$ cat config.mk
export PLATFORM = sky130hd
export DESIGN_NAME = open_address_hash_table_quadratic_core
export DESIGN_NICKNAME = d
export VERILOG_FILES = /design/src/hw/rtl/oahtq_pkg.sv /design/src/hw/rtl/oahtq_ram.sv /design/src/hw/rtl/open_address_hash_table_quadratic_core.sv
export SDC_FILE = /design/constraint.sdc
export NUM_CORES = 1
export LEC_CHECK = 0
export BUFFER_PORTS_ARGS = -buffer_cell sky130_fd_sc_hd__clkbuf_2
export CORE_MARGIN = 2
export CORE_UTILIZATION = 60
export CTS_BUF_LIST = sky130_fd_sc_hd__clkbuf_2 sky130_fd_sc_hd__clkbuf_4 sky130_fd_sc_hd__clkbuf_8
export DETAILED_ROUTE_END_ITERATION = 10
export PLACE_DENSITY_LB_ADDON = 0.12
export SYNTH_ARGS = -nofsm -noshare
export SYNTH_HDL_FRONTEND = slang
export SYNTH_HIERARCHICAL = 1
export SYNTH_SLANG_ARGS = --single-unit
$ cat constraint.sdc
create_clock -name i_clk -period 10.4 [get_ports i_clk]
set_input_delay 2.08 -clock i_clk [delete_from_list [all_inputs] [get_ports i_clk]]
set_output_delay 2.08 -clock i_clk [all_outputs]
set_load 0.01 [all_outputs]
$ cat src/hw/rtl/oahtq_pkg.sv
`default_nettype none

package oahtq_pkg;

    // Table geometry: slot count is a power of two so the home slot is the low key bits
    localparam int SLOT_W      = 4;
    localparam int TABLE_SIZE  = 1 << SLOT_W;
    localparam int PROBE_LIMIT = 32;
    localparam int H_W         = $clog2(PROBE_LIMIT + 1);
    localparam int CNT_W       = $clog2(TABLE_SIZE + 1);
    localparam int KEY_W       = 31;
    localparam int VAL_W       = 32;

    // Operation codes
    localparam logic [1:0] MODE_INSERT = 2'd0;
    localparam logic [1:0] MODE_REMOVE = 2'd1;
    localparam logic [1:0] MODE_READ   = 2'd2;

    // Result codes
    localparam logic [2:0] RES_INSERTED  = 3'd0;
    localparam logic [2:0] RES_UPDATED   = 3'd1;
    localparam logic [2:0] RES_FULL      = 3'd2;
    localparam logic [2:0] RES_REMOVED   = 3'd3;
    localparam logic [2:0] RES_NOT_FOUND = 3'd4;
    localparam logic [2:0] RES_READ      = 3'd5;

    // Slot states
    localparam logic [1:0] ST_EMPTY    = 2'd0;
    localparam logic [1:0] ST_OCCUPIED = 2'd1;
    localparam logic [1:0] ST_DELETED  = 2'd2;

    typedef struct packed {
        logic [1:0]              mode;
        logic [KEY_W-1:0]        key;
        logic signed [VAL_W-1:0] value;
        logic [SLOT_W-1:0]       slot_index;
    } t_in;

    typedef struct packed {
        logic [2:0]              status;
        logic [SLOT_W-1:0]       slot;
        logic                    slot_occupied;
        logic [KEY_W-1:0]        read_key;
        logic signed [VAL_W-1:0] read_value;
        logic [CNT_W-1:0]        entry_total;
    } t_out;

endpackage

`default_nettype wire

$ cat src/hw/rtl/oahtq_ram.sv
`default_nettype none

module oahtq_ram #(
    parameter int  WIDTH = 63,
    parameter int  DEPTH = 16,
    localparam int AW    = $clog2(DEPTH)
) (
    input  wire logic             i_clk,
    input  wire logic             i_we,
    input  wire logic [AW-1:0]    i_waddr,
    input  wire logic [WIDTH-1:0] i_wdata,
    input  wire logic [AW-1:0]    i_raddr,
    output logic      [WIDTH-1:0] o_rdata
);

    logic [WIDTH-1:0] r_mem [DEPTH];

    // Write port and registered read port
    always_ff @(posedge i_clk) begin
        if (i_we) begin
            r_mem[i_waddr] <= i_wdata;
        end
        o_rdata <= r_mem[i_raddr];
    end

endmodule

`default_nettype wire

$ cat src/hw/rtl/open_address_hash_table_quadratic_core.sv
`default_nettype none

// Hash table of 16 key/value slots with quadratic probing. An item is taken when start
// is high and busy is low; busy stays high from the cycle after acceptance until the
// last slot of the walk has been examined. The result is registered into o_result in
// the cycle that o_done is high for a single cycle, and o_result holds until the next
// result. A read-slot item examines only its addressed slot; insert and remove examine
// one slot per cycle through the single key/value RAM read port and the shared probe
// adder. The walk lands on the home slot again after its 31st step, so at most 31
// slots are examined; the PROBE_LIMIT (32) cap never binds at this table size. A new
// item may be started in the same cycle that o_done is high. The result cannot be
// held off.
module open_address_hash_table_quadratic_core (
    input  wire logic          i_clk,
    input  wire logic          i_rst_n,
    input  wire logic          start,
    output logic               busy,
    input  wire oahtq_pkg::t_in  i_item,
    output logic               o_done,
    output oahtq_pkg::t_out    o_result
);

    import oahtq_pkg::*;

    localparam int KV_W = KEY_W + VAL_W;

    typedef enum logic {
        S_IDLE,
        S_PROBE
    } t_state;

    t_state                  r_state, n_state;
    logic [1:0]              r_mode;
    logic [KEY_W-1:0]        r_key;
    logic signed [VAL_W-1:0] r_value;
    logic [SLOT_W-1:0]       r_home;
    logic [SLOT_W-1:0]       r_pos, n_pos;
    logic [H_W-1:0]          r_h, n_h;
    logic [SLOT_W-1:0]       r_sq, n_sq;
    logic [CNT_W-1:0]        r_count, n_count;
    logic [1:0]              r_status [TABLE_SIZE];
    t_out                    n_result;
    logic                    n_done;

    logic                    w_accept;
    logic                    w_st_we;
    logic [1:0]              w_st_val;
    logic                    w_ram_we;
    logic [SLOT_W-1:0]       w_raddr;
    logic [KV_W-1:0]         w_rdata;
    logic [KEY_W-1:0]        w_cur_key;
    logic signed [VAL_W-1:0] w_cur_val;
    logic [1:0]              w_cur_st;
    logic [SLOT_W-1:0]       w_step_pos;
    logic                    w_walk_end;

    assign busy     = (r_state != S_IDLE);
    assign w_accept = start && !busy;

    // Key/value store, one entry per slot
    oahtq_ram #(
        .WIDTH (KV_W),
        .DEPTH (TABLE_SIZE)
    ) u_kv_ram (
        .i_clk   (i_clk),
        .i_we    (w_ram_we),
        .i_waddr (r_pos),
        .i_wdata ({r_key, r_value}),
        .i_raddr (w_raddr),
        .o_rdata (w_rdata)
    );

    assign w_cur_key = w_rdata[KV_W-1:VAL_W];
    assign w_cur_val = w_rdata[VAL_W-1:0];
    assign w_cur_st  = r_status[r_pos];

    // Shared probe unit: next slot and end-of-walk test
    assign w_step_pos = r_pos + r_sq;
    assign w_walk_end = (w_step_pos == r_home) || (r_h >= H_W'(PROBE_LIMIT));

    // Read address: first slot on accept, next probe slot while walking
    always_comb begin
        if (r_state == S_IDLE) begin
            w_raddr = (i_item.mode >= MODE_READ) ? i_item.slot_index : i_item.key[SLOT_W-1:0];
        end else begin
            w_raddr = w_step_pos;
        end
    end

    // Sequencer: examine one slot per cycle
    always_comb begin
        n_state  = r_state;
        n_pos    = r_pos;
        n_h      = r_h;
        n_sq     = r_sq;
        n_count  = r_count;
        n_done   = 1'b0;
        n_result = '0;
        w_st_we  = 1'b0;
        w_st_val = ST_EMPTY;
        w_ram_we = 1'b0;

        unique case (r_state)
            S_IDLE: begin
                if (start) begin
                    n_state = S_PROBE;
                    n_pos   = w_raddr;
                    n_h     = H_W'(1);
                    n_sq    = SLOT_W'(1);
                end
            end
            S_PROBE: begin
                // Advance the walk by default: h squared grows by 2h + 1
                n_pos = w_step_pos;
                n_h   = r_h + H_W'(1);
                n_sq  = r_sq + SLOT_W'({r_h, 1'b1});
                n_result.entry_total = r_count;
                case (r_mode)
                    MODE_INSERT: begin
                        if (w_cur_st != ST_OCCUPIED) begin
                            w_st_we  = 1'b1;
                            w_st_val = ST_OCCUPIED;
                            w_ram_we = 1'b1;
                            n_count  = r_count + CNT_W'(1);
                            n_result.status      = RES_INSERTED;
                            n_result.slot        = r_pos;
                            n_result.entry_total = r_count + CNT_W'(1);
                            n_done = 1'b1;
                        end else if (w_cur_key == r_key) begin
                            w_ram_we = 1'b1;
                            n_result.status = RES_UPDATED;
                            n_result.slot   = r_pos;
                            n_done = 1'b1;
                        end else if (w_walk_end) begin
                            n_result.status = RES_FULL;
                            n_result.slot   = r_home;
                            n_done = 1'b1;
                        end
                    end
                    MODE_REMOVE: begin
                        if (w_cur_st == ST_EMPTY) begin
                            n_result.status = RES_NOT_FOUND;
                            n_result.slot   = r_home;
                            n_done = 1'b1;
                        end else if (w_cur_st == ST_OCCUPIED && w_cur_key == r_key) begin
                            w_st_we  = 1'b1;
                            w_st_val = ST_DELETED;
                            if (r_count != '0) begin
                                n_count = r_count - CNT_W'(1);
                            end
                            n_result.status      = RES_REMOVED;
                            n_result.slot        = r_pos;
                            n_result.entry_total = n_count;
                            n_done = 1'b1;
                        end else if (w_walk_end) begin
                            n_result.status = RES_NOT_FOUND;
                            n_result.slot   = r_home;
                            n_done = 1'b1;
                        end
                    end
                    default: begin
                        // Read slot; mode three reads as well
                        n_result.status = RES_READ;
                        n_result.slot   = r_pos;
                        if (w_cur_st == ST_OCCUPIED) begin
                            n_result.slot_occupied = 1'b1;
                            n_result.read_key      = w_cur_key;
                            n_result.read_value    = w_cur_val;
                        end
                        n_done = 1'b1;
                    end
                endcase
                if (n_done) begin
                    n_state = S_IDLE;
                end
            end
            default: begin
                n_state = S_IDLE;
            end
        endcase
    end

    // State, slot states, walk registers and the result register
    always_ff @(posedge i_clk) begin
        if (!i_rst_n) begin
            r_state <= S_IDLE;
            r_count <= '0;
            o_done  <= 1'b0;
            for (int i = 0; i < TABLE_SIZE; i++) begin
                r_status[i] <= ST_EMPTY;
            end
        end else begin
            r_state <= n_state;
            r_count <= n_count;
            o_done  <= n_done;
            if (w_st_we) begin
                r_status[r_pos] <= w_st_val;
            end
        end
        if (w_accept) begin
            r_mode  <= i_item.mode;
            r_key   <= i_item.key;
            r_value <= i_item.value;
            r_home  <= i_item.key[SLOT_W-1:0];
        end
        r_pos <= n_pos;
        r_h   <= n_h;
        r_sq  <= n_sq;
        if (n_done) begin
            o_result <= n_result;
        end
    end

    // Occupancy never exceeds the table
    a_count_range: assert property (@(posedge i_clk) disable iff (!i_rst_n)
        r_count <= CNT_W'(TABLE_SIZE))
        else $error("entry count beyond table size");

    // A result follows only a probe cycle
    a_done_after_probe: assert property (@(posedge i_clk) disable iff (!i_rst_n)
        o_done |-> $past(r_state == S_PROBE))
        else $error("result without a probe cycle");

    // An accepted item makes the block busy
    a_accept_busy: assert property (@(posedge i_clk) disable iff (!i_rst_n)
        w_accept |=> busy)
        else $error("accepted item did not raise busy");

    // Table contents change only while probing
    a_write_in_probe: assert property (@(posedge i_clk) disable iff (!i_rst_n)
        (w_ram_we || w_st_we) |-> (r_state == S_PROBE))
        else $error("table written outside a probe cycle");

endmodule

`default_nettype wire
==> impl_metrics.tcl, run 1 <==
set metrics [dict create \
    num_rows 103 \
    tightest_slew_ns 1.19 \
    synth_compound_area_frac 0.0308 \
    synth_edf_count 1195 \
    ioPinCount 150 \
    post_synth_num_cell_types 67 \
    cts_tree "done" \
    syn_avg_cell_area_sq_um 21.5 \
    fin_crit_ns 5.86 \
    drv_slew 0 \
    synthFlopType "edfxtp_1" \
    layout_worst_path_cycle_share 0.563 \
    vias_per_cell 6.26 \
    cts_num_sinks 1269 \
    multiInputGateArea_sq_um 9680 \
    finClkSkew_ns 0.0462 \
    crit_path_max_incr_delay_ns 1.02 \
    power.leakage_nw 17.5 \
    finalHoldViolations 0 \
    synth_xor_area_frac 0.00842 \
    dieArea_sq_um 81500 \
    ctsHoldBuffers 0 \
    final_nets 2571 \
    drive_gt1_frac 0.302 \
    hold_class "reg -> reg" \
    grt_pass1_vias 24000 \
    ys_seq_area_frac 0.786 \
    crit_fanout 40 \
    routed.top_layer "met4" \
    drt_iter0_drc 2602 \
    fill_cells 5011 \
    power.density_nw_per_um2 212 \
    ir_drop_mv 0.155 \
    start_kind "flip-flop" \
    h-tree-depth 4 \
    synth-async-reset-ratio 0 \
    crit_buf_inv 1 \
    syn_area_sq_um 47500 \
    synthAdderAreaFrac 0.00321 \
    grt_use_total 0.263 \
    placeableCoreArea_sq_um 78700 \
    path_cells "xor2_1, nor4_1, nand4_1, a21boi_0, nand3b_1, nor2_4, buf_4" \
    synthMuxAreaShare 0.125 \
    start_util 0.604 \
    outcome "completed" \
    wl_met1_microns 41900 \
    area_delta_synth_final_pct 12.5 \
    final-seq-area_sq_um 37400 \
    design_area_sq_um 53500 \
    total_power_mw 11.3 \
    cts_root_buffer "clkbuf_8" \
    grt_overflow 0 \
    crit_arrival_ns 6.28 \
    post_cts_resized 0 \
    netlist.area_leader.share 0.755 \
    synth.most_common_cell "edfxtp_1" \
    die_w_microns 285 \
    worstPathRequired_ns 10.82 \
    wl_per_cell_microns 28.3 \
    dr_wl_met2_microns 52600 \
    yosys_warnings 6 \
    synth_common_cells "1,195 x edfxtp_1, 260 x mux4_2, 128 x a22oi_1, 91 x nand2_1, 74 x dfxtp_1" \
    yosys.area_share.simple 0.0325 \
    ys_ff_latch 1269 \
    synth_top_family_by_area "multiplexers" \
    synth_nets 2294 \
    clock.fmax_mhz 171 \
    rrSetupSlack_ns 4.54 \
    die_h_microns 285 \
    cts_buffers 194 \
    antenna_left 0 \
    first_pass_iters 6 \
    num_vias 23200 \
    grt_pass1_wl_microns 154000 \
    fin_setup_tns_ns 0 \
    cts.clk_slew.worst_paths_ns 0.06 \
    routed_wl_microns 105000 \
    place_area_sq_um 49500 \
    grt_max_degree 135 \
    numPortBuffers 149 \
    place_congestion 0.868 \
    crit_slowest_cell "nor2_4" \
    critical_path_class "reg -> reg" \
    dpl.hpwl_microns 53400 \
    syn_inst 2211 \
    route.detailed.drc 0 \
    maxCapViolations 0 \
    crit_family "simple AND/OR/NAND/NOR gates" \
    antenna_found_initial 1 \
    cts.path.max_buffers 3 \
    setup_violations 0 \
    wl_met3_microns 8280 \
    post-synth-top-area-cell "edfxtp_1" \
    maxSlewHeadroom 0.206 \
    synth_area_leaders "edfxtp_1 75%, mux4_2 12%, dfxtp_1 3.1%, a22oi_1 2.0%, and2_1 0.86%" \
    insertion_delay_ns 0.84 \
    cp-end-kind "flip-flop" \
    rsz0062_at_grt "false" \
    cts_setup_buffers 0 \
]
==> cells in the final DEF, fill, tap and decap left out, types with 4 or more instances in the layout <==
cell type	synthesis	layout
a21oi_1	6	6
xor2_1	13	13
ha_1	9	9
clkbuf_4	0	60
o21ai_0	8	6
clkbuf_8	0	207
bufinv_16	0	5
nor2b_1	8	5
edfxtp_1	1195	1195
mux4_2	260	260
clkbuf_2	0	149
buf_12	0	4
nor2_4	0	13
inv_1	12	11
nor2_1	57	44
nand2b_1	5	5
nor4_1	9	9
dfxtp_1	74	74
a22oi_1	128	128
or2_2	4	4
and2_1	65	64
nor3_1	16	12
nand3_1	16	16
nand2_1	91	91
nand4_1	11	11
o41ai_1	6	6
xnor2_1	30	30
buf_4	6	40
clkinv_2	0	21
o21ai_1	5	5
clkinv_1	1	60
o31ai_1	6	6
nor3_2	1	4
mux2i_1	6	6
o221ai_1	4	4
a21o_1	4	4
==> layer usage <==
metal	up-vias	global-route usage
met2	1094	0.428
met4	0	0.0783
li1	9741	-
met5	-	0
met1	12200	0.371
met3	169	0.0494
==> logic make-up (layout without fill, tap and decap cells) <==
kind of cell,count (synthesis),count (layout)
flip-flops,1269,1269
AND/OR/NAND/NOR,301,301
multiplexers,269,269
AO/OA/AOI/OAI,192,192
buffers and inverters,125,570
XOR/XNOR,44,44
adder cells (fa/ha/maj),11,11
other,0,2
==> per-stage QoR <==
stage / util / instances / setup WS, ns / hold slack, ns
global route: 0.679 / 3707 / 4.41 / 0.488
global placement: 0.629 / 3342 / 4.78 / 0.504
finish: 0.679 / 3708 / 4.54 / 0.476
detailed placement: 0.629 / 3342 / 4.55 / 0.494
floorplan: - / 2211 / 3.05 / 0.482
CTS: 0.679 / 3706 / 4.54 / 0.481
==> state kept, by name, summed over array words and instances, names as in the netlist, 2 cells and up, named ones only <==
signal / count
r_value: 32
r_key: 31
r_pos: 4
r_status: 32
r_mode: 2
o_result: 76
u_kv_ram/o_rdata: 63
r_sq: 4
u_kv_ram/r_mem: 1008
r_h: 6
r_count: 5
==> worst paths after layout <==
kind                             start               endpoint  cells after the start
setup / recovery              r_key[4]  u_kv_ram/r_mem[7][53]                      7
hold / removal    u_kv_ram/o_rdata[31]           o_result[36]                      1
setup reg to reg              r_key[4]  u_kv_ram/r_mem[7][53]                      7
hold reg to reg   u_kv_ram/o_rdata[31]           o_result[36]                      1
==> layout make-up <==
class / instances / area share
well taps: 1050 / 0.0246
diodes: 2 / 0.0000936
inverters: 13 / 0.000960
clock buffers: 267 / 0.0617
clock inverters: 97 / 0.0114
repair buffers: 193 / 0.0211
multi-input cells: 817 / 0.181
flip-flops and latches: 1269 / 0.699
==> report_power, final <==
part	internal, mW	switching [mW]	total, mW
registers	5.82	0.187	6.01
clock network	2.19	1.87	4.06
logic	0.543	0.726	1.27
Power figures use the tool's default switching activity.
==> inputs of run 2 (changes only) <==
Settings changed: CORE_UTILIZATION 60 to 58.
Clock period 10.4 ns to 5 ns, I/O delays scaled along.
==> run 2 against run 1 <==
Against the previous run: worst hold slack got worse by 0.14 ns; non-clock buffer count increased by 37; total power increased by 110%; largest power group unchanged; die area increased by 3.4%; clock skew decreased by 0.013 ns; routed wire length decreased by 1.1%; sequential share of layout area decreased by 0.94 points; design area increased by 1.4%; global-route usage decreased by 1.2 points; first-iteration DRC count decreased by 10%.
==> impl_metrics.tcl, run 2 (synthesized netlist as in run 1, its figures left out) <==
set metrics [dict create \
    outcome "completed" \
    min_to "r_value[28]" \
    tightest_slew_ns 1.18 \
    power.density_nw_per_um2 442 \
    area_delta_synth_final_pct 14.0 \
    cts_buffers 196 \
    fin_crit_ns 4.16 \
    layout_worst_path_cycle_share 0.832 \
    setup_violations 0 \
    r2r_end "u_kv_ram/r_mem[0][60]" \
    grt_use_total 0.250 \
    wl_per_cell_microns 27.6 \
    grt_pass1_vias 23900 \
    ctsHoldBuffers 0 \
    grt_max_degree 69 \
    rrSetupSlack_ns 0.84 \
    hold_class "in -> reg" \
    die_w_microns 290 \
    power.leakage_nw 17.8 \
    cts.clk_slew.worst_paths_ns 0.06 \
    ir_drop_mv 0.246 \
    h-tree-depth 4 \
    utilization 0.670 \
    die_h_microns 290 \
    route.detailed.drc 0 \
    hold-path-cell-count 1 \
    critical_path_class "reg -> reg" \
    worstPathRequired_ns 5.44 \
    vias_per_cell 6.18 \
    crit_arrival_ns 4.61 \
    drt_iter0_drc 2341 \
    finalWorstSetupSlack_ns 0.838 \
    drive_gt1_frac 0.324 \
    cp-end-kind "flip-flop" \
    min-delay-start "i_item[32]" \
    cts_tree "done" \
    finClkSkew_ns 0.0328 \
    antenna_found_initial 2 \
    num_vias 23200 \
    start_kind "flip-flop" \
    maxSlewHeadroom 0.210 \
    grt_pass1_wl_microns 154000 \
    ff2ff_path_depth 8 \
    crit_fanout 34 \
    dieArea_sq_um 84300 \
    final_cell_mix "1,195 x edfxtp_1, 260 x mux4_2, 214 x clkbuf_8, 149 x clkbuf_2, 128 x a22oi_1" \
    top_regs "u_kv_ram/r_mem (1008), o_result (76), u_kv_ram/o_rdata (63)" \
    rsz0062_at_grt "false" \
    drv_slew 0 \
    total_power_mw 24.0 \
    grt_overflow 0 \
    numPortBuffers 149 \
    cts_root_buffer "clkbuf_8" \
    dp_slack_ns 0.896 \
    maxCapViolations 0 \
    ioPinCount 150 \
    first_pass_iters 6 \
    placeableCoreArea_sq_um 80800 \
    cts_num_sinks 1269 \
    largest_reg_flops 1008 \
    regMostFlops "u_kv_ram/r_mem" \
    cts_setup_buffers 0 \
    final_common_cell "edfxtp_1" \
    start_util 0.588 \
    routed_wl_microns 104000 \
    place_congestion 0.812 \
    cts.path.max_buffers 3 \
    insertion_delay_ns 0.83 \
    fill_cells 5142 \
    post_cts_resized 0 \
    final-seq-area_sq_um 37400 \
    finalHoldViolations 0 \
    multiInputGateArea_sq_um 9710 \
    final_nets 2610 \
    clock.fmax_mhz 240 \
    num_rows 104 \
    dpl.hpwl_microns 58000 \
    antenna_left 0 \
]
run 2: metal layers:
layer,up-vias,track usage,part of all wire,wire [microns]
met1,12200,0.350,0.41,42300
met4,0,0.0812,0.025,2590
met2,1013,0.402,0.50,51300
met3,169,0.0519,0.072,7430
li1,9824,-,-,-
met5,-,0,0,0
run 2: worst max-delay path: stages, from the launching register on:
cell	delay, ns
dfxtp_1	0.63
mux4_2	0.56
a22oi_1	0.22
nand3_2	0.17
and2_4	0.23
a21boi_0	0.59
or3b_2	0.63
nor3_4	0.16
buf_4	0.54
run 2: power by group:
group	total [mW]	leakage (nW)	switching (mW)	internal, mW
logic	2.81	4.19	1.59	1.22
clock network	8.69	2.17	3.86	4.83
registers	12.5	11.5	0.373	12.1
total	24.0	17.8	5.82	18.1
run 2: worst max-delay path by stage:
stage,start,end
2_1_floorplan,r_key[1],u_kv_ram/r_mem[1][0]
3_3_place_gp,r_key[22],u_kv_ram/r_mem[0][3]
3_5_place_dp,r_key[22],u_kv_ram/r_mem[0][7]
4_1_cts,r_key[22],u_kv_ram/r_mem[0][38]
5_1_grt,r_key[24],u_kv_ram/r_mem[0][39]
6_report,flip-flop,u_kv_ram/r_mem[0][60]
run 2: cell type report:
cell class / count / share of cell area
Sequential cell: 1269 / 0.690
Multi-Input combinational cell: 817 / 0.179
Clock buffer: 311 / 0.0678
Timing Repair Buffer: 230 / 0.0310
Tap cell: 1060 / 0.0245
Clock inverter: 53 / 0.00690
Inverter: 13 / 0.000947
Antenna cell: 1 / 0.0000462
run 2: through the flow:
stage / hold slack [ns] / std cells / setup TNS, ns / cell area [sq um]
after global placement: 0.491 / 3389 / 0 / 50100
after CTS: 0.266 / 3753 / 0 / 54200
after floorplan: 0.482 / 2211 / -147.51 / 47600
after global routing: 0.279 / 3754 / 0 / 54200
after detailed placement: 0.493 / 3389 / 0 / 50100
final: 0.337 / 3754 / 0 / 54200
